File: config.mk
export PLATFORM = sky130hd
export DESIGN_NAME = mfq_ctrl
export DESIGN_NICKNAME = d
export VERILOG_FILES = /design/src/rtl/mfq_pkg.sv /design/src/rtl/mfq_ctrl.sv
export SDC_FILE = /design/constraint.sdc
export NUM_CORES = 1
export LEC_CHECK = 0
export ABC_AREA = 1
export BUFFER_PORTS_ARGS = -buffer_cell sky130_fd_sc_hd__buf_2
export CAP_MARGIN = 20
export CORE_MARGIN = 4
export CORE_UTILIZATION = 35
export DETAILED_ROUTE_END_ITERATION = 12
export GPL_TIMING_DRIVEN = 1
export PLACE_DENSITY_LB_ADDON = 0.12
export SYNTH_ARGS = -nofsm -noshare
export SYNTH_HDL_FRONTEND = slang
export SYNTH_SLANG_ARGS = --single-unit
File: constraint.sdc
create_clock -name clk -period 4.3 [get_ports clk]
set_input_delay 0.86 -clock clk [delete_from_list [all_inputs] [get_ports clk]]
set_output_delay 0.86 -clock clk [all_outputs]
set_load 0.005 [all_outputs]
File: src/rtl/mfq_pkg.sv
`default_nettype none
// ----------------------------------------------------------------------------
// mfq_pkg
// Shared sizes, payload types and control structs of the feedback queue
// scheduler.
// ----------------------------------------------------------------------------
package mfq_pkg;

    localparam int NUM_LEVELS   = 10;
    localparam int QUEUE_DEPTH  = 64;
    localparam int SERVICE_BITS = 16;

    localparam int LVL_W     = $clog2(NUM_LEVELS);
    localparam int PTR_W     = $clog2(QUEUE_DEPTH);
    localparam int CNT_W     = $clog2(QUEUE_DEPTH + 1);
    localparam int MEM_DEPTH = NUM_LEVELS * QUEUE_DEPTH;
    localparam int ADDR_W    = $clog2(MEM_DEPTH);
    localparam int SLICE_W   = NUM_LEVELS;
    localparam int JOB_W     = 8 + SERVICE_BITS;

    typedef struct packed {
        logic        arrival_valid;
        logic [7:0]  arrival_id;
        logic [15:0] arrival_service;
    } mfq_in_t;

    typedef struct packed {
        logic        busy_res;
        logic [7:0]  served_id;
        logic [15:0] served_remaining;
        logic [3:0]  served_level;
        logic        all_empty;
        logic        arrival_dropped;
        logic        demote_dropped;
    } mfq_out_t;

    typedef struct packed {
        logic [7:0]              id;
        logic [SERVICE_BITS-1:0] remaining;
    } job_t;

    typedef struct packed {
        logic             enq;
        logic             deq;
        logic [LVL_W-1:0] level;
    } ptr_cmd_t;

    typedef struct packed {
        logic             full;
        logic [PTR_W-1:0] head;
        logic [PTR_W-1:0] tail;
        logic             any;
        logic [LVL_W-1:0] first;
    } ptr_stat_t;

endpackage
`default_nettype wire

File: src/rtl/mfq_ctrl.sv
`default_nettype none
// ----------------------------------------------------------------------------
// mfq_ctrl
// Tick sequencer: arrival write, retire or demotion write, dequeue read,
// job load and service, at most one memory access per cycle.
// ----------------------------------------------------------------------------
module mfq_ctrl
    import mfq_pkg::*;
(
    input  wire logic              clk,
    input  wire logic              rst_n,
    input  wire logic              in_fire,
    input  wire mfq_in_t           in_data,
    output logic                   idle,
    input  wire logic              out_free,
    output logic                   res_load,
    output mfq_out_t               res,
    output ptr_cmd_t               ptr_cmd,
    input  wire ptr_stat_t         ptr_stat,
    output logic                   mem_we,
    output logic      [ADDR_W-1:0] mem_waddr,
    output job_t                   mem_wdata,
    output logic                   mem_re,
    output logic      [ADDR_W-1:0] mem_raddr,
    input  wire job_t              mem_rdata
);

    typedef enum logic [2:0] {
        S_IDLE,
        S_DEMOTE,
        S_PICK,
        S_LOAD,
        S_SERVE
    } state_t;

    state_t                  state_reg;
    logic [7:0]              cur_id_reg;
    logic [SERVICE_BITS-1:0] cur_rem_reg;
    logic [LVL_W-1:0]        cur_lvl_reg;
    logic [SLICE_W-1:0]      slice_reg;
    logic                    running_reg;
    logic                    arr_drop_reg;
    logic                    dem_drop_reg;

    logic [LVL_W-1:0]        target;
    logic [SLICE_W-1:0]      slice_len;
    logic                    slice_done;
    logic                    rem_zero;
    logic                    demote;
    logic [SERVICE_BITS-1:0] rem_after;

    function automatic logic [ADDR_W-1:0] mem_addr(input logic [LVL_W-1:0] lvl,
                                                   input logic [PTR_W-1:0] ptr);
        mem_addr = ADDR_W'(int'(lvl) * QUEUE_DEPTH + int'(ptr));
    endfunction

    assign target     = (cur_lvl_reg == LVL_W'(NUM_LEVELS - 1)) ? cur_lvl_reg
                                                               : cur_lvl_reg + 1'b1;
    assign slice_len  = SLICE_W'(1) << cur_lvl_reg;
    assign slice_done = (slice_reg >= slice_len);
    assign rem_zero   = (cur_rem_reg == '0);
    assign demote     = running_reg && !rem_zero && slice_done;
    assign rem_after  = (running_reg && !rem_zero) ? cur_rem_reg - 1'b1 : cur_rem_reg;
    assign idle       = (state_reg == S_IDLE);
    assign res_load   = (state_reg == S_SERVE) && out_free;

    always_comb
    begin
        ptr_cmd   = '0;
        mem_we    = 1'b0;
        mem_waddr = mem_addr(ptr_cmd.level, ptr_stat.tail);
        mem_wdata = '0;
        mem_re    = 1'b0;
        mem_raddr = mem_addr(ptr_cmd.level, ptr_stat.head);
        unique case (state_reg)
            S_IDLE:
            begin
                ptr_cmd.level = '0;
                ptr_cmd.enq   = in_fire && in_data.arrival_valid;
                mem_we        = ptr_cmd.enq && !ptr_stat.full;
                mem_waddr     = mem_addr('0, ptr_stat.tail);
                mem_wdata.id  = in_data.arrival_id;
                mem_wdata.remaining = SERVICE_BITS'(in_data.arrival_service);
            end
            S_DEMOTE:
            begin
                ptr_cmd.level = target;
                ptr_cmd.enq   = demote;
                mem_we        = demote && !ptr_stat.full;
                mem_waddr     = mem_addr(target, ptr_stat.tail);
                mem_wdata.id  = cur_id_reg;
                mem_wdata.remaining = cur_rem_reg;
            end
            S_PICK:
            begin
                ptr_cmd.level = ptr_stat.first;
                ptr_cmd.deq   = !running_reg && ptr_stat.any;
                mem_re        = ptr_cmd.deq;
                mem_raddr     = mem_addr(ptr_stat.first, ptr_stat.head);
            end
            S_LOAD, S_SERVE:
            begin
                ptr_cmd = '0;
            end
            default:
            begin
                ptr_cmd = '0;
            end
        endcase
    end

    always_comb
    begin
        res.busy_res         = running_reg;
        res.served_id        = running_reg ? cur_id_reg : '0;
        res.served_remaining = running_reg ? 16'(rem_after) : '0;
        res.served_level     = running_reg ? 4'(cur_lvl_reg) : '0;
        res.all_empty        = (!running_reg || (rem_after == '0)) && !ptr_stat.any;
        res.arrival_dropped  = arr_drop_reg;
        res.demote_dropped   = dem_drop_reg;
    end

    always_ff @(posedge clk or negedge rst_n)
    begin
        if (!rst_n)
        begin
            state_reg    <= S_IDLE;
            cur_id_reg   <= '0;
            cur_rem_reg  <= '0;
            cur_lvl_reg  <= '0;
            slice_reg    <= '0;
            running_reg  <= 1'b0;
            arr_drop_reg <= 1'b0;
            dem_drop_reg <= 1'b0;
        end
        else
        begin
            unique case (state_reg)
                S_IDLE:
                begin
                    if (in_fire)
                    begin
                        arr_drop_reg <= in_data.arrival_valid && ptr_stat.full;
                        dem_drop_reg <= 1'b0;
                        state_reg    <= S_DEMOTE;
                    end
                end
                S_DEMOTE:
                begin
                    if (running_reg && (rem_zero || slice_done))
                    begin
                        running_reg <= 1'b0;
                        slice_reg   <= '0;
                    end
                    if (demote)
                    begin
                        dem_drop_reg <= ptr_stat.full;
                    end
                    state_reg <= S_PICK;
                end
                S_PICK:
                begin
                    if (!running_reg && ptr_stat.any)
                    begin
                        cur_lvl_reg <= ptr_stat.first;
                        state_reg   <= S_LOAD;
                    end
                    else
                    begin
                        state_reg <= S_SERVE;
                    end
                end
                S_LOAD:
                begin
                    cur_id_reg  <= mem_rdata.id;
                    cur_rem_reg <= mem_rdata.remaining;
                    slice_reg   <= '0;
                    running_reg <= 1'b1;
                    state_reg   <= S_SERVE;
                end
                S_SERVE:
                begin
                    if (out_free)
                    begin
                        if (running_reg && !rem_zero)
                        begin
                            cur_rem_reg <= rem_after;
                            slice_reg   <= slice_reg + 1'b1;
                        end
                        state_reg <= S_IDLE;
                    end
                end
                default:
                begin
                    state_reg <= S_IDLE;
                end
            endcase
        end
    end

endmodule
`default_nettype wire

Word level (Yosys, flattened, before mapping)
Cells that the tools add are included.

Word-level logic and storage cells: 83. Register bits after elaboration: 44.

$add $sub $neg: 5. Equality and inequality tests: 10. Shifts and indexed selects: 1. Reduce and logical (&&, ||, !) cells: 30. Magnitude comparators: 1. Mux-type cells: 28.

Operator list (count): 16-bit 2-to-1 mux (4); 10-bit 2-to-1 mux (5); 24-bit one-hot mux with 2 select lines (1); 16-bit logical NOT (2); 16-bit one-hot mux with 2 select lines (1); 10-bit one-hot mux with 3 select lines (1); 10-bit by 6-bit adder with 10-bit output (2); 16-bit by 1-bit subtractor with 16-bit output, second input constant (1); 3-bit one-hot mux with 5 select lines (1); 10-bit by 1-bit adder with 10-bit output, second input constant (1); 10-bit >= comparator (1); 1-bit logical AND (10); 2-bit inequality test, second input constant (5); 1-bit by 4-bit left shift with 10-bit output, first input constant (1); 3-bit 2-to-1 mux (3); 4-bit 2-to-1 mux (2); 8-bit 2-to-1 mux (1); 1-bit one-hot mux with 2 select lines (4); 4-bit one-hot mux with 2 select lines (1); 2-bit AND reduction (4); 3-bit by 2-bit equality test with 1-bit output, second input constant (2); 3-bit AND reduction (2); 2-bit nonzero test (3); 4-bit by 1-bit adder with 4-bit output, second input constant (1); 9 further kinds (16).

Logic depth before layout (Yosys ltp)
Gate-level depths: netlist (run 1).

Depth in word-level cells: 7. Mapped depth: 15. Mapped depth without buffers: 15.

Worst setup path before layout (run 1)
OpenSTA, ideal clock, no wires.

Kind: reg2out. Start point: register cur_lvl_reg[1]. End point: output mem_we. Path slack: 1.584 ns. Arrival time: 1.856 ns. Cell stages (with the launch flop): 13. Cells stage by stage: dfrtp_1 > inv_1 > ha_1 > nand3_1 > ha_1 > nand2_1 > or2_2 > nand2_1 > nor2_1 > nand2_1 > nand2_1 > nand2_1 > and3_1.

Word-level cells in the longest chain between the ends: 5.

RTL lines: start, declared (RTL line mfq_ctrl.sv:39) `logic [LVL_W-1:0] cur_lvl_reg;`; start signal, assigned (RTL line mfq_ctrl.sv:165) `cur_lvl_reg <= ptr_stat.first;`; 1-bit by 4-bit left shift with 10-bit output (RTL line mfq_ctrl.sv:59) `assign slice_len = SLICE_W'(1) << cur_lvl_reg;`; 10-bit >= comparator (RTL line mfq_ctrl.sv:60) `assign slice_done = (slice_reg >= slice_len);`; 1-bit logical AND (RTL line mfq_ctrl.sv:62) `assign demote = running_reg && !rem_zero && slice_done;`; 1-bit logical AND (RTL line mfq_ctrl.sv:89) `mem_we = demote && !ptr_stat.full;`; 1-bit one-hot mux with 2 select lines (RTL line mfq_ctrl.sv:75) `unique case (state_reg)`; end, declared (RTL line mfq_ctrl.sv:20) `output logic mem_we,`.

No other way between the ends.

==> impl_metrics.csv, run 1 <==
group,metric,value,unit
outcome,outcome,"finished, final reports clean",
worst_setup_path,worstPathMaxFanout,22,
timing,slew_violations,0,
worst_setup_path,crit_top_cell,"nand2_1",
timing,hold_violations,0,
timing,clock.fmax,287.8,MHz
drt,antenna_left,0,
worst_setup_path,worstSetupPathDepth,15,
cts,clk_pin_slew,0.10,ns
min_path,holdPathStages,2,
worst_setup_path,critPathLaunchType,"flip-flop",
synth,syn_nets,663,
cells_and_area,final_nets,772,
power,power.share.clock,8.7,%
timing,slew_headroom,44.96,%
cts,htree_levels,2,
min_path,hold_path_class,"reg -> reg",
worst_setup_path,cpMaxStageDelayCell,"dfrtp_1",
floorplan,initial_utilization,36.26,%
cts,numCtsBuffers,5,
floorplan,die_area,0.01252,mm²
power,power.density,703.5,mW/mm²
worst_setup_path,required,3.44,ns
worst_setup_path,crit_type,"reg -> out",
cts,cts-resized-gates,0,
floorplan,die_h,111.9,µm
floorplan,num_io_pins,157,
worst_setup_path,rr_worst_depth,13,
drt,drtPass1Iterations,4,
synth,synth_seq_cells,44,
drt,drc,0,
cts,cts_tree,"built",
timing,finClkSkew,0.01283,ns
power,intPower,1.480,mW
floorplan,row_count,37,
synth,synth.cell_area,0.003777,mm²
synth,syn_area_per_cell,6.581,µm²
global_routing,grt-ovfl-total,0,
cts,post_cts_buffers,0,
drt,drt_iter0_drc,245,
worst_setup_path,worstSetupEndpointType,"output port",
global_routing,antenna_found_initial,0,
timing,setup_viol_count_final,0,
cells_and_area,fillCellCount,1125,
timing,fin_ws,0.8254,ns
cells_and_area,largest_reg_flops,16,
worst_setup_path,crit_arrival,2.61,ns
worst_setup_path,crit_path_max_incr_delay,0.39,ns
timing,fin_tns_setup,0,ns
run,maxCapViolations,0,
cts,root_buffer,"clkbuf_8",
synth,yosysUniqueCellTypes,39,
cells_and_area,diodes,0,
cts,clkSinkCount,44,
cells_and_area,drive_gt1_share,24.71,%
floorplan,core,0.01042,mm²
power,p_leak,2.538,nW
timing,rsz0062_at_grt,"no",
power,switching_share,53.35,%
placed_design,place_ws,1.188,ns
worst_setup_path,crit_chain,"inv_1 -> ha_1 -> nand2_2 -> nor2_4 -> nand2_4 -> nand2_4 -> nand2_1 -> nand2_1 -> nand2_1 -> inv_1 -> nand2_1 -> nor2_1 -> nand2_1 -> a21oi_2 -> buf_2",
power,power_frac_comb,66.7,%
worst_setup_path,path_delay_family,"simple AND/OR/NAND/NOR gates",
drt,avgRoutedWirePerCell,14.51,µm
power,seq_power_share,24.7,%
timing,hold-worst-slack,0.5104,ns
synth,yosysWarnings,0,
global_routing,grt_usage,19.04,%
floorplan,die_w,111.9,µm
drt,drt-total-wl,11900,µm
placed_design,io_buffers,132,
placed_design,gp_congestion,0.8859,
timing,fin_crit,3.475,ns
drt,viasPerCell,4.974,
power,ir_worst_vdd,0.0002425,V
global_routing,grt_pass1_wl,20020,µm
synth,netlist_instances,574,
cts,clock_latency,0.30,ns
timing,worst_slew_pin_slew,0.8256,ns
cts,cts_hold_buf,0,
cells_and_area,area.growth.synth_to_final,19.38,%
synth,seq_area_frac_synth,29.15,%
global_routing,grt_pass1_vias,4162,
cts,clk_path_buf_depth,2,
power,p_switching,1.692,mW
worst_setup_path,cp.buffers_inverters,3,
drt,vias,4079,
timing,period_share,80.81,%
global_routing,grt_max_degree,45,
placed_design,hpwlAfterDp,9182,µm
-- power groups by stage --
stage | combinational [mW] | clock [mW] | sequential [mW]
after global placement | 2.12 | 0 | 0.784
after CTS | 2.14 | 0.286 | 0.781
after detailed placement | 2.13 | 0 | 0.787
final | 2.11 | 0.275 | 0.783
after global routing | 2.42 | 0.305 | 0.812
after floorplan | 1.46 | 0 | 0.712
-- synthesized netlist by cell type, drive strengths merged --
| cell type | instances | area share, % |
|---|---|---|
| xor2 | 8 | 1.9 |
| and3 | 1 | 0.17 |
| nand2 | 164 | 17 |
| a21o | 1 | 0.20 |
| nor2 | 75 | 8.0 |
| clkbuf | 10 | 0.99 |
| a21boi | 1 | 0.20 |
| nand3 | 46 | 6.2 |
| xnor2 | 2 | 0.46 |
| or2 | 4 | 0.66 |
| buf | 26 | 5.3 |
| a22o | 8 | 1.9 |
| inv | 60 | 6.0 |
| nor3 | 3 | 0.53 |
| o22ai | 13 | 2.2 |
| o21ai | 48 | 6.8 |
| nand4 | 12 | 2.0 |
| dfrtp | 44 | 29 |
| o211ai | 3 | 0.60 |
| a21oi | 22 | 3.2 |
| clkinv | 3 | 0.30 |
| nor3b | 1 | 0.20 |
| ha | 18 | 6.0 |
| nor4 | 1 | 0.17 |
-- cell usage in the layout, fill, tap and decap left out, drive strengths merged, types with 3 or more instances in the layout --
| cell type | synthesis | routed |
|---|---|---|
| nor2 | 75 | 75 |
| nand3 | 46 | 46 |
| a21oi | 22 | 22 |
| or2 | 4 | 4 |
| nand2 | 164 | 164 |
| a22o | 8 | 8 |
| ha | 18 | 18 |
| inv | 60 | 60 |
| clkinv | 3 | 4 |
| buf | 26 | 138 |
| dfrtp | 44 | 44 |
| xor2 | 8 | 8 |
| o22ai | 13 | 13 |
| clkbuf | 10 | 5 |
| nand4 | 12 | 12 |
| nor3 | 3 | 3 |
| o211ai | 3 | 3 |
| o21ai | 48 | 48 |
-- metal layers --
metal / track usage [%] / vias to the layer above / wire length (µm)
li1: - / 2069 / -
met1: 25.12 / 1885 / 5525
met2: 32.61 / 112 / 5648
met3: 3.696 / 13 / 609
met4: 3.569 / 0 / 114
met5: 0 / - / 0
-- final timing paths --
path	from	to	slack (ns)
hold / removal	dem_drop_reg	dem_drop_reg	0.51
setup / recovery	cur_rem_reg[0]	res[2]	0.83
min in group asynchronous	rst_n	slice_reg[2]	0.64
setup reg to reg	cur_lvl_reg[1]	slice_reg[6]	1.79
max in group asynchronous	rst_n	cur_lvl_reg[0]	3.22
hold reg to reg	dem_drop_reg	dem_drop_reg	0.51
-- worst min-delay path: cells and delay by family (launching register included) --
kind               cells  cell delay [ns]
DFF                    1             0.37
AOI/OAI and AO/OA      1             0.06
and+or+nand+nor        1             0.05
-- area by class of cell --
| class | instances | area (µm²) | share of cell area (%) |
|---|---|---|---|
| multi-input combinational | 431 | 2201 | 48.81 |
| sequential | 44 | 1101 | 24.42 |
| timing repair buffer | 138 | 705.7 | 15.65 |
| inverter | 63 | 239.0 | 5.300 |
| tap | 136 | 170.2 | 3.774 |
| clock buffer | 5 | 68.82 | 1.526 |
| clock inverter | 3 | 23.77 | 0.5272 |
-- metrics by stage --
step	total power [mW]	cells	utilization, %	instance area (µm²)
after floorplan	2.176	574	-	3777
after global placement	2.908	812	42.40	4417
after detailed placement	2.918	812	42.40	4417
after CTS	3.206	820	43.29	4509
after global routing	3.535	820	43.29	4509
final	3.173	820	43.29	4509
-- cells by family (layout without fill, tap and decap cells) --
| family | Yosys count | count (layout) | share of synthesized area [%] |
|---|---|---|---|
| XOR/XNOR | 10 | 10 | 2.319 |
| AND/OR/NAND/NOR | 307 | 307 | 34.95 |
| AO/OA/AOI/OAI | 96 | 96 | 14.97 |
| buffers and inverters | 99 | 209 | 12.65 |
| flip-flops | 44 | 44 | 29.15 |
| adder cells (fa/ha/maj) | 18 | 18 | 5.962 |
No activity file was read; power rests on OpenSTA's default activity.
==> run 2, diff against run 1 <==
--- a/config.mk
+++ b/config.mk
@@ -5,7 +5,7 @@
 export SDC_FILE = /design/constraint.sdc
 export NUM_CORES = 1
 export LEC_CHECK = 0
-export ABC_AREA = 1
+export ABC_AREA = 0
 export BUFFER_PORTS_ARGS = -buffer_cell sky130_fd_sc_hd__buf_2
 export CAP_MARGIN = 20
 export CORE_MARGIN = 4
==> constraint.sdc (replaced) <==
create_clock -name clk -period 3.58 [get_ports clk]
set_input_delay 0.716 -clock clk [delete_from_list [all_inputs] [get_ports clk]]
set_output_delay 0.716 -clock clk [all_outputs]
set_load 0.005 [all_outputs]
==> run 2 against run 1 <==
Compared with the run above:
- die area is 5.1% lower
- clock power increased by 49%
- wire length down 2.4%
- count of clock-buffer cells in the layout unchanged
- sequential power increased by 22%
- critical path depth decreased by 7
- synthesized cell count is 23% lower
- global-route usage is 0.15 points higher
- utilization rose by 2.9 points
- largest cell class unchanged
==> impl_metrics.csv, run 2 <==
group,metric,value,unit
worst_setup_path,rr_worst_depth,7,
cells_and_area,finalInstanceArea,0.004556,mm²
drt,avgRoutedWirePerCell,16.66,µm
min_path,hold_path.startpoint,"arr_drop_reg",
drt,drt-total-wl,11610,µm
synth,netlist_instances,440,
power,power.density,773.6,mW/mm²
cts,clock_latency,0.31,ns
synth,yosysWarnings,0,
cts,numCtsBuffers,5,
synth,synth_top_area_share,30.84,%
placed_design,place_ws,0.2316,ns
synth,yosysMostFrequentCell,"nand2_1",
global_routing,grt_pass1_vias,3529,
worst_setup_path,critPathLaunchType,"flip-flop",
cts,clk_pin_slew,0.10,ns
cells_and_area,final_nets,652,
worst_setup_path,required,2.86,ns
synth,synth_edf_count,0,
timing,fin_ws,0.01364,ns
synth,postSynth.asyncResetShare,100.0,%
synth,yosysTopAreaCell,"dfrtp_1",
outcome,outcome,"finished, final reports clean",
synth,synthTopCellsByCount,"nand2_1 (57), nor2_1 (47), dfrtp_1 (44), a21oi_1 (34), a22o_1 (21)",
synth,syn_area_per_cell,8.113,µm²
cts,htree_levels,2,
floorplan,num_io_pins,157,
timing,slew_violations,0,
floorplan,die_h,109.0,µm
drt,drc,0,
drt,antenna_left,0,
min_path,holdPathStages,2,
timing,hold_violations,0,
timing,finClkSkew,0.01357,ns
global_routing,grt_max_degree,39,
cts,root_buffer,"clkbuf_8",
worst_setup_path,crit_type,"reg -> out",
run,maxCapViolations,0,
placed_design,gp_congestion,0.9377,
timing,setup_viol_count_final,0,
cells_and_area,drive_gt1_share,37.77,%
power,ir_worst_vdd,0.0002801,V
cells_and_area,diodes,0,
synth,synth_seq_cells,44,
cells_and_area,largest_reg_flops,16,
floorplan,initial_utilization,36.19,%
timing,fin_crit,3.566,ns
synth,synth.cell_area,0.003570,mm²
synth,synth_flop_cell,"dfrtp_1",
global_routing,grt-ovfl-total,0,
floorplan,core,0.009864,mm²
cts,cts_tree,"built",
placed_design,place_inst,676,
cells_and_area,area.growth.synth_to_final,27.62,%
floorplan,die_w,109.0,µm
synth,yosysUniqueCellTypes,58,
placed_design,io_buffers,132,
drt,viasPerCell,5.231,
cts,clkSinkCount,44,
worst_setup_path,worstSetupEndpointType,"output port",
drt,drt_iter0_drc,233,
min_path,hold_path_class,"reg -> reg",
cells_and_area,stdcell_count,697,
timing,rsz0062_at_grt,"yes",
worst_setup_path,worstPathMaxFanout,7,
worst_setup_path,crit_arrival,2.85,ns
timing,worst_slew_pin_slew,0.9715,ns
drt,drtPass1Iterations,6,
placed_design,hpwlAfterDp,8701,µm
power,p_leak,2.282,nW
placed_design,dpl-instance-area,0.004253,mm²
cells_and_area,layout_commonest_cell,"buf_2",
timing,clock.fmax,280.4,MHz
synth,synth_area_leaders,"dfrtp_1 (31%), ha_1 (6.3%), nand2_1 (6.0%)",
worst_setup_path,r2r-end,"cur_rem_reg[3]",
global_routing,grt_usage,19.19,%
timing,period_share,99.62,%
worst_setup_path,r2r-start,"cur_rem_reg[10]",
min_path,min_to,"arr_drop_reg",
worst_setup_path,cp-startpoint,"cur_rem_reg[10]",
global_routing,antenna_found_initial,0,
synth,seq_area_frac_synth,30.84,%
cts,clk_path_buf_depth,2,
timing,slew_headroom,35.23,%
cells_and_area,final_cell_mix,"buf_2 (132), nand2_1 (56), nor2_1 (46)",
synth,syn_nets,529,
drt,vias,3646,
cts,cts_hold_buf,0,
floorplan,die_area,0.01188,mm²
power,power,3.524,mW
floorplan,row_count,36,
global_routing,grt_pass1_wl,18210,µm
worst_setup_path,regToRegSetupSlack,0.90,ns
run 2: stage by stage:
stage | TNS, ns | utilization, % | hold WS, ns
floorplan | 0 | - | 0.4204
global placement | 0 | 43.11 | 0.4663
detailed placement | 0 | 43.11 | 0.4656
CTS | 0 | 45.03 | 0.4892
global route | -0.1216 | 46.18 | 0.5221
finish | 0 | 46.18 | 0.4823
run 2: power by group:
group          switching, mW  total (mW)  internal (mW)
Combinational           1.16        2.16           1.00
Clock                  0.199       0.410          0.211
Sequential             0.265       0.953          0.688
Total                   1.62        3.52           1.90
run 2: timing repair:
action,4_1_cts,5_1_grt
endpoints found under the setup margin,3,4
buffers inserted,4,9
hold endpoints to repair,0,0
resized for setup,8,14
pin swaps,2,9
run 2: area by class of cell:
type | count | area (µm²)
clock buffer | 5 | 68.82
clock inverter | 3 | 46.29
fill | 1015 | 5309
inverter | 12 | 45.04
multi-input combinational | 343 | 2277
sequential | 44 | 1104
tap | 133 | 166.4
timing repair buffer | 157 | 848.3
run 2: critical path, cell delays in order (launching register included):
cell and delay, ns:
dfrtp_2 0.47, or4_4 0.55, or3_4 0.37, o211a_1 0.29
nand2_1 0.13, xor2_2 0.22, o211ai_1 0.13, o32ai_2 0.23
buf_2 0.16
run 2: worst max-delay path by stage:
stage,cells past startpoint,end
2_1_floorplan,8,res[2]
3_5_place_dp,12,mem_we
5_1_grt,9,res[2]
6_report,8,res[2]
3_3_place_gp,8,res[2]
4_1_cts,12,mem_we
run 2: kinds of logic (layout without fill, tap and decap cells):
family,count (synthesis),count (layout),synth area share (%)
adder cells (fa/ha/maj),18,18,6.309
multiplexers,10,10,3.085
buffers and inverters,53,177,7.956
AND/OR/NAND/NOR,179,179,25.10
XOR/XNOR,15,15,3.680
flip-flops,44,44,30.84
AO/OA/AOI/OAI,121,121,23.03
run 2: layer usage:
layer	up-vias	track usage, %	share of wire (%)
met4	0	3.336	0.55
li1	1775	-	-
met1	1752	26.96	47
met3	7	3.020	5.8
met5	-	0	0
met2	112	31.49	47
