==> src/rtl/mfq_pkg.sv <==
`default_nettype none
// ----------------------------------------------------------------------------
// mfq_pkg
// Shared sizes, payload types and control structs of the feedback queue
// scheduler.
// ----------------------------------------------------------------------------
package mfq_pkg;

    localparam int NUM_LEVELS   = 10;
    localparam int QUEUE_DEPTH  = 64;
    localparam int SERVICE_BITS = 16;

    localparam int LVL_W     = $clog2(NUM_LEVELS);
    localparam int PTR_W     = $clog2(QUEUE_DEPTH);
    localparam int CNT_W     = $clog2(QUEUE_DEPTH + 1);
    localparam int MEM_DEPTH = NUM_LEVELS * QUEUE_DEPTH;
    localparam int ADDR_W    = $clog2(MEM_DEPTH);
    localparam int SLICE_W   = NUM_LEVELS;
    localparam int JOB_W     = 8 + SERVICE_BITS;

    typedef struct packed {
        logic        arrival_valid;
        logic [7:0]  arrival_id;
        logic [15:0] arrival_service;
    } mfq_in_t;

    typedef struct packed {
        logic        busy_res;
        logic [7:0]  served_id;
        logic [15:0] served_remaining;
        logic [3:0]  served_level;
        logic        all_empty;
        logic        arrival_dropped;
        logic        demote_dropped;
    } mfq_out_t;

    typedef struct packed {
        logic [7:0]              id;
        logic [SERVICE_BITS-1:0] remaining;
    } job_t;

    typedef struct packed {
        logic             enq;
        logic             deq;
        logic [LVL_W-1:0] level;
    } ptr_cmd_t;

    typedef struct packed {
        logic             full;
        logic [PTR_W-1:0] head;
        logic [PTR_W-1:0] tail;
        logic             any;
        logic [LVL_W-1:0] first;
    } ptr_stat_t;

endpackage
`default_nettype wire

==> src/rtl/mfq_ptrs.sv <==
`default_nettype none
// ----------------------------------------------------------------------------
// mfq_ptrs
// Head, tail and fill count of every level queue, with the search for the
// lowest non-empty level.
// ----------------------------------------------------------------------------
module mfq_ptrs
    import mfq_pkg::*;
(
    input  wire logic      clk,
    input  wire logic      rst_n,
    input  wire ptr_cmd_t  cmd,
    output ptr_stat_t      stat
);

    logic [PTR_W-1:0] head_reg  [NUM_LEVELS];
    logic [PTR_W-1:0] tail_reg  [NUM_LEVELS];
    logic [CNT_W-1:0] count_reg [NUM_LEVELS];
    logic [PTR_W-1:0] head_next [NUM_LEVELS];
    logic [PTR_W-1:0] tail_next [NUM_LEVELS];
    logic [CNT_W-1:0] count_next[NUM_LEVELS];

    function automatic logic [PTR_W-1:0] wrap_next(input logic [PTR_W-1:0] p);
        wrap_next = (p == PTR_W'(QUEUE_DEPTH - 1)) ? '0 : p + 1'b1;
    endfunction

    always_comb
    begin
        stat.full  = (count_reg[cmd.level] >= CNT_W'(QUEUE_DEPTH));
        stat.head  = head_reg[cmd.level];
        stat.tail  = tail_reg[cmd.level];
        stat.any   = 1'b0;
        stat.first = '0;
        for (int i = NUM_LEVELS - 1; i >= 0; i--)
        begin
            if (count_reg[i] != '0)
            begin
                stat.any   = 1'b1;
                stat.first = LVL_W'(i);
            end
        end
    end

    always_comb
    begin
        for (int i = 0; i < NUM_LEVELS; i++)
        begin
            head_next[i]  = head_reg[i];
            tail_next[i]  = tail_reg[i];
            count_next[i] = count_reg[i];
            if (cmd.level == LVL_W'(i))
            begin
                if (cmd.enq && (count_reg[i] < CNT_W'(QUEUE_DEPTH)))
                begin
                    tail_next[i]  = wrap_next(tail_reg[i]);
                    count_next[i] = count_reg[i] + 1'b1;
                end
                else if (cmd.deq && (count_reg[i] != '0))
                begin
                    head_next[i]  = wrap_next(head_reg[i]);
                    count_next[i] = count_reg[i] - 1'b1;
                end
            end
        end
    end

    always_ff @(posedge clk or negedge rst_n)
    begin
        if (!rst_n)
        begin
            for (int i = 0; i < NUM_LEVELS; i++)
            begin
                head_reg[i]  <= '0;
                tail_reg[i]  <= '0;
                count_reg[i] <= '0;
            end
        end
        else
        begin
            for (int i = 0; i < NUM_LEVELS; i++)
            begin
                head_reg[i]  <= head_next[i];
                tail_reg[i]  <= tail_next[i];
                count_reg[i] <= count_next[i];
            end
        end
    end

endmodule
`default_nettype wire

==> config.mk <==
export PLATFORM = sky130hd
export DESIGN_NAME = mfq_ptrs
export DESIGN_NICKNAME = d
export VERILOG_FILES = /design/src/rtl/mfq_pkg.sv /design/src/rtl/mfq_ptrs.sv
export SDC_FILE = /design/constraint.sdc
export NUM_CORES = 1
export LEC_CHECK = 0
export ABC_AREA = 1
export BUFFER_PORTS_ARGS = -buffer_cell sky130_fd_sc_hd__buf_2
export CAP_MARGIN = 0
export CELL_PAD_IN_SITES_DETAIL_PLACEMENT = 0
export CELL_PAD_IN_SITES_GLOBAL_PLACEMENT = 1
export CORE_MARGIN = 2
export CORE_UTILIZATION = 50
export CTS_CLUSTER_SIZE = 25
export DETAILED_ROUTE_END_ITERATION = 10
export PLACE_DENSITY_LB_ADDON = 0.1
export SLEW_MARGIN = 20
export SYNTH_ARGS = -nofsm -noshare
export SYNTH_HDL_FRONTEND = slang
export SYNTH_SLANG_ARGS = --single-unit
export TNS_END_PERCENT = 5
==> constraint.sdc <==
create_clock -name clk -period 5.15 [get_ports clk]
set_input_delay 0.515 -clock clk [delete_from_list [all_inputs] [get_ports clk]]
set_output_delay 0.515 -clock clk [all_outputs]
set_load 0.02 [all_outputs]
==> Word-level counts from Yosys, hierarchy flattened <==
Cells that the tools add are included.
{ "word_totals": {"ff_bits": 190, "inputBits": 8, "out_inout_bits": 18, "wordCells": 252} }
{ "op_classes": {"n_addsub": 40, "n_lt_le_gt_ge": 12, "eq_ne": 29, "mux": 59, "bitwise": 11, "n_reduce_logical": 71} }
{ "ops": {"columns": ["op", "count"], "rows": [
  ["2-to-1 mux 7 bit", 22],
  ["2-to-1 mux 6 bit", 24],
  ["adder 6 x 1 -> 6 bit (second input constant)", 20],
  ["equality test 6 bit (second input constant)", 20],
  ["adder 7 x 1 -> 7 bit (second input constant)", 10],
  ["less-than comparator 7 bit (second input constant)", 10],
  ["nonzero test 7 bit", 10],
  ["subtractor 7 x 1 -> 7 bit (second input constant)", 10],
  ["2-to-1 mux 5 bit", 10],
  ["binary-select mux 6 bit (select 4 bit)", 2],
  ["AND reduction 2 bit", 20],
  ["AND reduction 3 bit", 10],
  ["binary-select mux 7 bit (select 4 bit)", 1],
  ["logical AND 1 bit", 20],
  ["nonzero test 2 bit", 10],
  ["equality test 4 x 3 -> 1 bit (second input constant)", 4],
  ["inverter 1 bit", 10],
  ["equality test 4 x 2 -> 1 bit (second input constant)", 2],
  ["equality test 4 bit (second input constant)", 2],
  ["greater-or-equal comparator 7 bit (second input constant)", 1],
  ["greater-or-equal comparator 5 bit (second input constant)", 1],
  ["inverter 4 -> 5 bit", 1],
  ["equality test 4 x 1 -> 1 bit (second input constant)", 1],
  ["logical NOT 4 bit", 1]
]} }

==> Depth between registers and ports, before layout <==
Gate-level depths: netlist of run 1.
{ "logic_depth": {"depth_word": 11, "mapped_depth": 12, "depth_no_buf": 12} }

==> Least setup slack after synthesis of run 1 <==
OpenSTA, ideal clock, no wires.
{ "synth_timing": {"kind": "in2reg", "from": "input port cmd[5] in the netlist's numbering", "to": "register count_reg[19] in the netlist's numbering", "t_arrival_ns": 2.009, "required_time_ns": 5.024, "setup_slack_ns": 3.015, "stages": 12, "path_buffers": 0, "path_cell_list": "inv_2 -> nor2_1 -> inv_1 -> ha_1 -> nand3_1 -> nand2_1 -> nand2_1 -> nand2_1 -> a21oi_1 -> or2_2 -> nand3_1 -> o21ai_0"} }
{ "synth_via": {"elab_chain_cells": 3} }
{ "synth_rtl": {"columns": ["element", "line", "rtl"], "rows": [
  ["start: declaration", "mfq_ptrs.sv:12", "input wire ptr_cmd_t cmd,"],
  ["logical AND 1 bit *", "mfq_ptrs.sv:53", "if (cmd.enq && (count_reg[i] < CNT_W'(QUEUE_DEPTH)))"],
  ["nonzero test 2 bit (no source line)", null, null],
  ["AND reduction 2 bit (no source line)", null, null],
  ["end signal: indexed assignment", "mfq_ptrs.sv:84", "count_reg[i] <= count_next[i];"],
  ["end: declaration", "mfq_ptrs.sv:18", "logic [CNT_W-1:0] count_reg [NUM_LEVELS];"]
]} }
Mark *: on every way between the ends. The rest lies on a longest branch, timed or not.
A chain may end at the register's enable or synchronous reset.

==> results of run 1 <==
[per-stage QoR]
step	setup slack, ns	instances	hold WS, ns
2_1_floorplan	3.02	1488	0.219
3_3_place_gp	2.26	1813	0.456
3_5_place_dp	2.17	1813	0.458
4_1_cts	2.16	1844	0.174
5_1_grt	1.99	1844	0.215
6_report	2.09	1845	0.152
[area by class of cell]
cell class | count | area, sq um
multi-input combinational | 1062 | 6220
sequential | 190 | 4750
clock inverter | 14 | 153
timing repair buffer | 26 | 154
fill | 2281 | 10500
inverter | 216 | 811
tap | 319 | 399
clock buffer | 17 | 425
antenna | 1 | 2.50
[worst paths after layout]
| kind | start | slack (ns) | endpoint |
|---|---|---|---|
| setup reg to reg | count_reg[62] | 2.89 | count_reg[61] |
| max in group asynchronous | rst_n | 3.98 | tail_reg[19] |
| setup / recovery | cmd[1] | 2.09 | stat[17] |
| hold reg to reg | head_reg[52] | 0.47 | head_reg[52] |
| min in group clk | head_reg[52] | 0.47 | head_reg[52] |
| hold / removal | rst_n | 0.15 | count_reg[59] |
[power by group through the flow]
stage | registers, uW | clock network (uW) | logic [uW]
after floorplan | 2510 | 0 | 2540
after global placement | 2670 | 0 | 3080
after detailed placement | 2670 | 0 | 3130
after CTS | 2650 | 1370 | 3150
after global routing | 2740 | 1430 | 3640
final | 2650 | 1330 | 3120
[logic make-up after synthesis]
kind of cell               count (synthesis)  synth area share [%]
and+or+nand+nor                          617                  23.0
xor gates and xnor gates                  93                  6.86
AOI/OAI and AO/OA                        267                  12.9
DFF                                      190                  40.0
adders and majority gates                 80                  9.06
buffers and inverters                    236                  7.65
muxes                                      5                 0.474
[cell usage in the layout (no fill, tap or decap), types with 2 or more instances in the layout]
cell type	n
nor2_1	122
o211ai_1	4
a21oi_1	55
xor2_1	71
o221ai_1	3
clkbuf_16	17
nor3_2	8
nor2_4	4
mux2_2	4
inv_6	2
clkinvlp_4	3
a22oi_1	26
nor3b_1	3
inv_2	13
nor2_2	3
fa_1	10
o22ai_1	42
dfrtp_1	190
a31oi_1	8
nor3_1	26
ha_1	70
o21ai_0	106
inv_8	5
nand4_1	19
nand2_2	5
o21ai_1	6
a211oi_1	7
inv_1	203
buf_2	24
or2_2	7
xnor2_1	22
and2_1	4
clkinv_4	3
nor4_1	11
nand3_1	109
a31o_2	6
nand2_1	290
[metal layers]
| metal | part of all wire [%] | GRT usage [%] | vias up | wire length [microns] |
|---|---|---|---|---|
| met5 | 0.025 | 0 | - | 7 |
| met4 | 1.0 | 6.35 | 2 | 293 |
| met3 | 4.5 | 3.75 | 25 | 1270 |
| met2 | 46 | 37.8 | 162 | 12900 |
| met1 | 48 | 33.4 | 4645 | 13700 |
| li1 | - | - | 4994 | - |
==> out/qor.csv, run 1 <==
stage,metric,value,unit
run_status,status,"finished, final reports clean",
critical_path,crit_arrival,2.55,ns
clocking,clock_latency,0.45,ns
grt,grt_max_degree,100,
synth,netlist_area,0.0119,sq mm
sta,slew_headroom,37.6,%
synth,yosysSeqAreaShare,40.0,%
sta,min_period,3.06,ns
pwr,clock_power_share,18.8,%
route,wirelength,28200,microns
final_layout,largest_register_ffs,70,
critical_path,setup.worst_path.start_class,primary input,
placed_design,place_congestion,0.851,
route,viasPerCell,5.33,
synth,synth.distinct_cells,46,
synth,synth_most_common_cell,nand2_1,
worst_hold_path,min_path_type,primary input to async pin,
clocking,cts_root_buffer,clkbuf_16,
clocking,cts.sinks,190,
pwr,power_frac_comb,44.0,%
grt,antenna_found_initial,2,
sta,slew_violations,0,
critical_path,critPathCaptureType,primary output,
synth,synth_top_cell_by_area,dfrtp_1,
sta,finalSetupViolCount,0,
clocking,numCtsBuffers,17,
sta,max_freq,327,MHz
floorplanning,die_h,158,microns
critical_path,path_buf_inv,5,
clocking,ctsResizeCount,0,
critical_path,worstPathCellList,buf_2 > inv_1 > nand2_1 > inv_2 > nand2_1 > inv_2 > a22oi_1 > nand3_1 > buf_2,
synth,ys_warn_count,0,
synth,synth_edf_count,0,
pwr,p_int,4050,uW
critical_path,path_max_fanout,22,
final_layout,final_util,55.2,%
pwr,finalPower,7100,uW
critical_path,crit_family,simple AND/OR/NAND/NOR gates,
synth,netlist_instances,1488,
clocking,clkTransAtPathRegs,0.08,ns
critical_path,cp_slowest_cell,nand2_1,
floorplanning,initial_core_util,50.8,%
floorplanning,die_area,0.0250,sq mm
pwr,seqPwrFrac,37.3,%
critical_path,critPathMaxStageDelay,0.67,ns
final_layout,area_growth,8.72,%
sta,hold_violations,0,
placed_design,hpwl,21200,microns
synth,async_flop_share,100,%
critical_path,required,4.64,ns
route,first_pass_iters,5,
route,detail-route-antenna-nets,0,
synth,synth_ff_type,dfrtp_1,
synth,synth_common_cells,"nand2_1 (290), inv_1 (203), dfrtp_1 (190)",
grt,grt-ovfl-total,0,
pwr,p_sw,3050,uW
synth,syn_avg_cell_area,7.98,sq um
floorplanning,rows,56,
clocking,cts_hold_buffers,0,
clocking,cts_tree,built,
synth,syn-num-nets,1576,
sta,tightest_slew,0.933,ns
critical_path,cp.depth,9,
clocking,cts_setup_buffers,0,
flow_run,cap_violations,0,
sta,fin_tns_setup,0,ns
synth,yosysTopAreaCellShare,40.0,%
grt,grt_pass1_vias,9070,
grt,grt_pass1_wl,45800,microns
critical_path,r2r_cells,11,
sta,grt_setup_unrepaired,false,
synth,ys_ff_latch,190,
grt,grt_usage,23.6,%
sta,final.setup_skew,0.00904,ns
pwr,swShare,43.0,%
route,drcViolationCount,0,
sta,fin_crit_sh,59.4,%
pwr,ir_drop,0.271,mV
placed_design,dpl_cell_area,0.0123,sq mm
floorplanning,core_area,0.0234,sq mm
route,initialDrtViolationCount,763,
placed_design,portBuffers,25,
floorplanning,ioPinCount,26,
route,wl_per_cell,15.3,microns
final_layout,drive_gt1_share,7.21,%
pwr,p_per_area,550,mW/mm^2
final_layout,fin_nets,1601,
clocking,clock_path_buffers,2,
critical_path,path_class,primary input to primary output,
pwr,p_leak,0.00630,uW
clocking,htree_levels,4,
final_layout,final_area,0.0129,sq mm
route,dr_total_vias,9828,
synth,synth.area.top_cells,"dfrtp_1 (40%), nand2_1 (9.2%), ha_1 (7.4%)",
floorplanning,chipWidth,158,microns
No activity file was read; power rests on OpenSTA's default activity.
==> inputs of run 2 (changes only) <==
--- a/config.mk
+++ b/config.mk
@@ -11,7 +11,7 @@
 export CELL_PAD_IN_SITES_DETAIL_PLACEMENT = 0
 export CELL_PAD_IN_SITES_GLOBAL_PLACEMENT = 1
 export CORE_MARGIN = 2
-export CORE_UTILIZATION = 50
+export CORE_UTILIZATION = 48
 export CTS_CLUSTER_SIZE = 25
 export DETAILED_ROUTE_END_ITERATION = 10
 export PLACE_DENSITY_LB_ADDON = 0.1
==> constraint.sdc (replaced) <==
create_clock -name clk -period 3.12 [get_ports clk]
set_input_delay 0.312 -clock clk [delete_from_list [all_inputs] [get_ports clk]]
set_output_delay 0.312 -clock clk [all_outputs]
set_load 0.02 [all_outputs]
==> run 2 against run 1 <==
  * Final area increased by 0.24%
  * Flip-flop and latch count unchanged
  * Combinational power increased by 65%
  * Final cell count increased by 0.65%
  * Clock power increased by 57%
  * Clock-buffer cell count increased by 1
  * Non-clock buffer count increased by 7
  * Routed wire length decreased by 1.4%
  * Critical path depth decreased by 2
  * Sequential power increased by 63%
  * Die area increased by 4.1%
  * Critical endpoint is now stat[3]
  * Largest power group unchanged
==> out/qor.csv, run 2 (synthesized netlist as in run 1, its figures left out) <==
stage,metric,value,unit
critical_path,r2r-end,count_reg[40],
pwr,p_sw,4960,uW
grt,grt_pass1_vias,9334,
pwr,p_per_area,894,mW/mm^2
sta,hold_violations,0,
critical_path,r2r-start,count_reg[41],
final_layout,largest_register_ffs,70,
floorplanning,die_area,0.0260,sq mm
sta,slew_headroom,65.2,%
placed_design,portBuffers,25,
sta,holdWs,0.360,ns
pwr,seqPwrFrac,37.4,%
final_layout,instances_no_fill,1857,
final_layout,multiInputGateArea,0.00622,sq mm
sta,fin_tns_setup,0,ns
pwr,power_frac_comb,44.5,%
critical_path,path_buf_inv,1,
pwr,swShare,42.9,%
pwr,clock_power_share,18.1,%
route,dr_total_vias,9769,
route,wl_per_cell,15.0,microns
critical_path,path_max_fanout,4,
critical_path,required,2.81,ns
grt,antenna_found_initial,0,
critical_path,path_class,flop to primary output,
placed_design,hpwl,21200,microns
route,first_pass_iters,5,
clocking,cts_setup_buffers,0,
final_layout,drive_gt1_share,7.57,%
flow_run,cap_violations,0,
sta,final.setup_skew,0.0153,ns
placed_design,place_congestion,0.836,
grt,grt_max_degree,78,
floorplanning,ioPinCount,26,
critical_path,r2r_setup_slack,0.94,ns
worst_hold_path,worstHoldStart,cmd[4],
sta,tightest_slew,0.517,ns
clocking,cts.sinks,190,
clocking,cts_tree,built,
clocking,cts_root_buffer,clkbuf_16,
final_layout,diodes,0,
final_layout,n_fill_cell,2349,
worst_hold_path,holdPathStages,5,
grt,grt_usage,22.7,%
clocking,numCtsBuffers,17,
placed_design,place_inst,1824,
grt,grt_pass1_wl,47300,microns
final_layout,final_common_cell,nand2_1,
grt,grt-ovfl-total,0,
clocking,clock_latency,0.45,ns
critical_path,critPathCaptureType,primary output,
critical_path,crit_family,simple AND/OR/NAND/NOR gates,
critical_path,worstPathCellList,or2_2 > nor3_2 > nand2_1 > nor2_1 > nand2_1 > nor2_1 > buf_2,
pwr,p_leak,0.00631,uW
critical_path,cp.depth,7,
final_layout,seq_area,0.00475,sq mm
floorplanning,chipWidth,161,microns
final_layout,fin_nets,1608,
floorplanning,initial_core_util,48.9,%
run_status,status,"finished, final reports clean",
sta,fin_crit_sh,79.3,%
floorplanning,core_area,0.0243,sq mm
floorplanning,rows,57,
final_layout,final_cell_mix,"nand2_1 (290), inv_1 (203), dfrtp_1 (190)",
sta,grt_setup_unrepaired,false,
worst_hold_path,hold-path-endpoint,head_reg[4],
route,wirelength,27800,microns
floorplanning,die_h,161,microns
sta,finalSetupViolCount,0,
sta,max_freq,404,MHz
clocking,clock_path_buffers,2,
critical_path,crit_arrival,2.16,ns
route,drcViolationCount,0,
pwr,p_int,6610,uW
sta,min_period,2.47,ns
final_layout,area_growth,8.98,%
route,detail-route-antenna-nets,0,
clocking,htree_levels,4,
pwr,ir_drop,0.441,mV
critical_path,cp_slowest_cell,dfrtp_1,
critical_path,r2r_cells,11,
clocking,clkTransAtPathRegs,0.08,ns
sta,slew_violations,0,
critical_path,critPathMaxStageDelay,0.43,ns
route,viasPerCell,5.26,
route,initialDrtViolationCount,744,
critical_path,setup.worst_path.start_class,flop,
worst_hold_path,min_path_type,primary input to flop,
[run 2: changes by cell type in the layout (fill, tap and decap cells not counted)]
cell           delta
inv_8             -3
inv_6             +3
diode_2           -1
buf_4             +6
clkinv_4          -1
clkbuf_1          +1
bufinv_16         -1
dlygate4sd3_1     +1
clkinvlp_4        +2
[run 2: worst max path at each step]
stage / slack [ns] / start / to
global route: 0.43 / count_reg[7] / stat[0]
floorplan: 1.16 / count_reg[41] / count_reg[40]
CTS: 0.59 / count_reg[7] / stat[0]
detailed placement: 0.56 / cmd[5] / count_reg[40]
global placement: 0.66 / cmd[5] / count_reg[19]
finish: 0.65 / count_reg[56] / stat[3]
[run 2: through the flow]
step                      power [uW]  instance area, sq um  util [%]  worst slack (ns)
after global routing           12800                 12900      53.2             0.428
after global placement          9490                 12400      50.9             0.665
after CTS                      11700                 12900      53.2             0.593
after floorplan                 8320                 11900         -              1.16
final                          11600                 12900      53.2             0.646
after detailed placement        9520                 12400      50.9             0.559
[run 2: power by group through the flow]
stage | Clock, uW | Combinational, uW | Sequential, uW
after detailed placement | 0 | 5160 | 4360
final | 2090 | 5150 | 4330
after CTS | 2150 | 5190 | 4330
after global routing | 2250 | 6090 | 4480
after global placement | 0 | 5130 | 4360
after floorplan | 0 | 4190 | 4140
[run 2: layout make-up]
class                   instances  area share [%]
inverters                     216            6.26
clock inverters                14           0.937
clock buffers                  18            3.31
well taps                     324            3.13
repair buffers                 33            1.61
flip-flops and latches        190            36.7
multi-input cells            1062            48.0
[run 2: layer usage]
metal | routed length (microns) | track usage, % | vias to the layer above
li1 | - | - | 5015
met1 | 13900 | 32.4 | 4603
met2 | 12900 | 37.4 | 132
met3 | 765 | 2.82 | 19
met4 | 253 | 4.79 | 0
met5 | 0 | 0 | -
[run 2: worst min-delay path: cells and delay by family]
| kind | cells | cell delay, ns |
|---|---|---|
| simple gates | 3 | 0.25 |
| buf+inv | 1 | 0.13 |
| xor+xnor | 1 | 0.06 |
[run 2: what timing repair did]
action | CTS | global route
hold endpoints to repair | 43 | 0
gates resized for setup | 0 | 0
hold buffers | 1 | 0
==> inputs of run 3 (changes only) <==
--- a/config.mk
+++ b/config.mk
@@ -11,7 +11,7 @@
 export CELL_PAD_IN_SITES_DETAIL_PLACEMENT = 0
 export CELL_PAD_IN_SITES_GLOBAL_PLACEMENT = 1
 export CORE_MARGIN = 2
-export CORE_UTILIZATION = 48
+export CORE_UTILIZATION = 44
 export CTS_CLUSTER_SIZE = 25
 export DETAILED_ROUTE_END_ITERATION = 10
 export PLACE_DENSITY_LB_ADDON = 0.1
==> constraint.sdc (replaced) <==
create_clock -name clk -period 2 [get_ports clk]
set_input_delay 0.2 -clock clk [delete_from_list [all_inputs] [get_ports clk]]
set_output_delay 0.2 -clock clk [all_outputs]
set_load 0.02 [all_outputs]
==> run 3 against run 2 <==
  * The flow now finishes with violations (setup timing)
  * Die area is 8.9% higher
  * Routed wire length increased by 7.8%
  * Clock-buffer cell count grew 1
  * Utilization down 1.3 points
  * Flip-flop and latch count unchanged
  * Worst setup slack lost 0.88 ns
  * Non-clock buffer count is 80 higher
  * Hold slack got worse by 0.10 ns
  * Critical endpoint unchanged
  * Largest cell class unchanged
==> out/qor.csv, run 3 (synthesized netlist as in run 1, its figures left out) <==
stage,metric,value,unit
run_status,status,finished with violations,
run_status,violations,setup timing,
pwr,p_per_area,1410,mW/mm^2
floorplanning,initial_core_util,44.5,%
pwr,p_sw,8190,uW
placed_design,place_congestion,0.826,
route,viasPerCell,5.15,
sta,grt_setup_unrepaired,true,
critical_path,path_max_fanout,3,
grt,grt_pass1_vias,9748,
grt,grt_max_degree,51,
placed_design,place_ws,-0.0280,ns
sta,finalSetupViolCount,5,
sta,setup_slack,-0.229,ns
sta,max_freq,449,MHz
floorplanning,chipWidth,168,microns
sta,min_period,2.23,ns
sta,hold_violations,0,
worst_hold_path,min_path_type,primary input to flop,
route,detail-route-antenna-nets,0,
final_layout,area_growth,16.8,%
critical_path,critPathCaptureType,primary output,
floorplanning,rows,60,
floorplanning,ioPinCount,26,
pwr,seqPwrFrac,34.1,%
pwr,power_frac_comb,47.8,%
sta,fin_crit_sh,111,%
grt,grt-ovfl-total,0,
clocking,htree_levels,4,
clocking,cts.sinks,190,
route,drcViolationCount,0,
final_layout,final_cell_mix,"nand2_1 (285), inv_1 (195), dfrtp_1 (188)",
final_layout,final_util,51.9,%
clocking,clock_path_buffers,2,
grt,antenna_found_initial,0,
critical_path,required,1.80,ns
route,first_pass_iters,5,
floorplanning,die_area,0.0283,sq mm
sta,tightest_slew,0.487,ns
grt,grt_usage,21.8,%
final_layout,drive_gt1_share,15.1,%
route,dr_total_vias,10100,
route,wl_per_cell,15.3,microns
final_layout,final_common_cell,nand2_1,
critical_path,setup.worst_path.start_class,flop,
floorplanning,die_h,168,microns
final_layout,seq_area,0.00476,sq mm
critical_path,path_class,flop to primary output,
route,wirelength,30000,microns
pwr,p_leak,0.00676,uW
pwr,ir_drop,0.668,mV
final_layout,diodes,0,
clocking,numCtsBuffers,17,
sta,slew_headroom,67.5,%
clocking,clock_latency,0.44,ns
pwr,swShare,42.0,%
sta,slew_violations,0,
final_layout,fin_nets,1688,
pwr,p_int,11300,uW
placed_design,hpwl,23100,microns
clocking,clkTransAtPathRegs,0.07,ns
grt,grt_pass1_wl,49200,microns
final_layout,multiInputGateArea,0.00642,sq mm
placed_design,portBuffers,25,
final_layout,largest_register_ffs,70,
floorplanning,core_area,0.0267,sq mm
route,initialDrtViolationCount,406,
sta,final.setup_skew,0.0138,ns
critical_path,crit_arrival,2.03,ns
final_layout,n_fill_cell,2622,
clocking,cts_tree,built,
sta,holdWs,0.256,ns
pwr,clock_power_share,18.1,%
flow_run,cap_violations,0,
clocking,cts_root_buffer,clkbuf_16,
-- run 3: cell types whose count changed in the layout (fill, tap and decap cells not counted), sizes merged --
cell,change
buf,+79
clkinvlp,-4
clkbuf,+2
bufinv,+1
clkinv,+1
inv,+1
-- run 3: worst max-delay path: stages, from the launching register on --
cell     delay [ns]
dfrtp_1        0.37
or2_2          0.32
nor3_4         0.23
nand2_2        0.16
nor2_4         0.16
nand2_1        0.07
nor2_2         0.14
buf_6          0.13
-- run 3: routing by layer --
| metal | vias to the layer above | part of all wire (%) | GRT usage [%] |
|---|---|---|---|
| li1 | 5192 | - | - |
| met1 | 4736 | 49 | 29.7 |
| met2 | 102 | 46 | 35.9 |
| met3 | 26 | 3.0 | 4.28 |
| met4 | 0 | 1.7 | 5.13 |
| met5 | - | 0 | 0 |
-- run 3: cell type report --
cell class	instances	area share (%)
clock inverters	13	1.02
flip-flops and latches	190	34.3
multi-input cells	1062	46.3
clock buffers	19	3.26
inverters	216	5.86
repair buffers	113	6.23
well taps	341	3.07
-- run 3: timing repair --
| item | 4_1_cts | 5_1_grt |
|---|---|---|
| pin swaps | 6 | 8 |
| setup buffers | 4 | 4 |
| endpoints found under the setup margin | 7 | 35 |
| hold buffers | 1 | 0 |
| gates resized for setup | 22 | 43 |
| hold endpoints to repair | 45 | 0 |
-- run 3: stage by stage --
step	cells	TNS, ns	power, uW	instance area [sq um]
after detailed placement	1913	-0.0441	15600	13000
after global placement	1913	0	15500	13000
final	1954	-0.703	19500	13900
after global routing	1954	-1.44	21400	13900
after CTS	1950	-0.713	19300	13700
after floorplan	1488	0	13000	11900
-- run 3: power groups by stage --
stage,clock [uW],combinational (uW),sequential (uW)
floorplan,0,6530,6450
global placement,0,8840,6650
detailed placement,0,8940,6660
CTS,3620,9090,6620
global route,3750,10800,6900
finish,3530,9320,6660
-- run 3: path summary, 6_finish.rpt --
check | slack (ns) | startpoint | cells past startpoint | to
max | -0.23 | count_reg[56] | 7 | stat[3]
min | 0.26 | cmd[4] | 5 | head_reg[4]
max reg2reg | 0.09 | count_reg[13] | 11 | count_reg[13]
min reg2reg | 0.46 | head_reg[46] | 1 | head_reg[46]
max in group asynchronous | 1.04 | rst_n | 3 | head_reg[10]
min in group asynchronous | 0.31 | rst_n | 2 | count_reg[66]
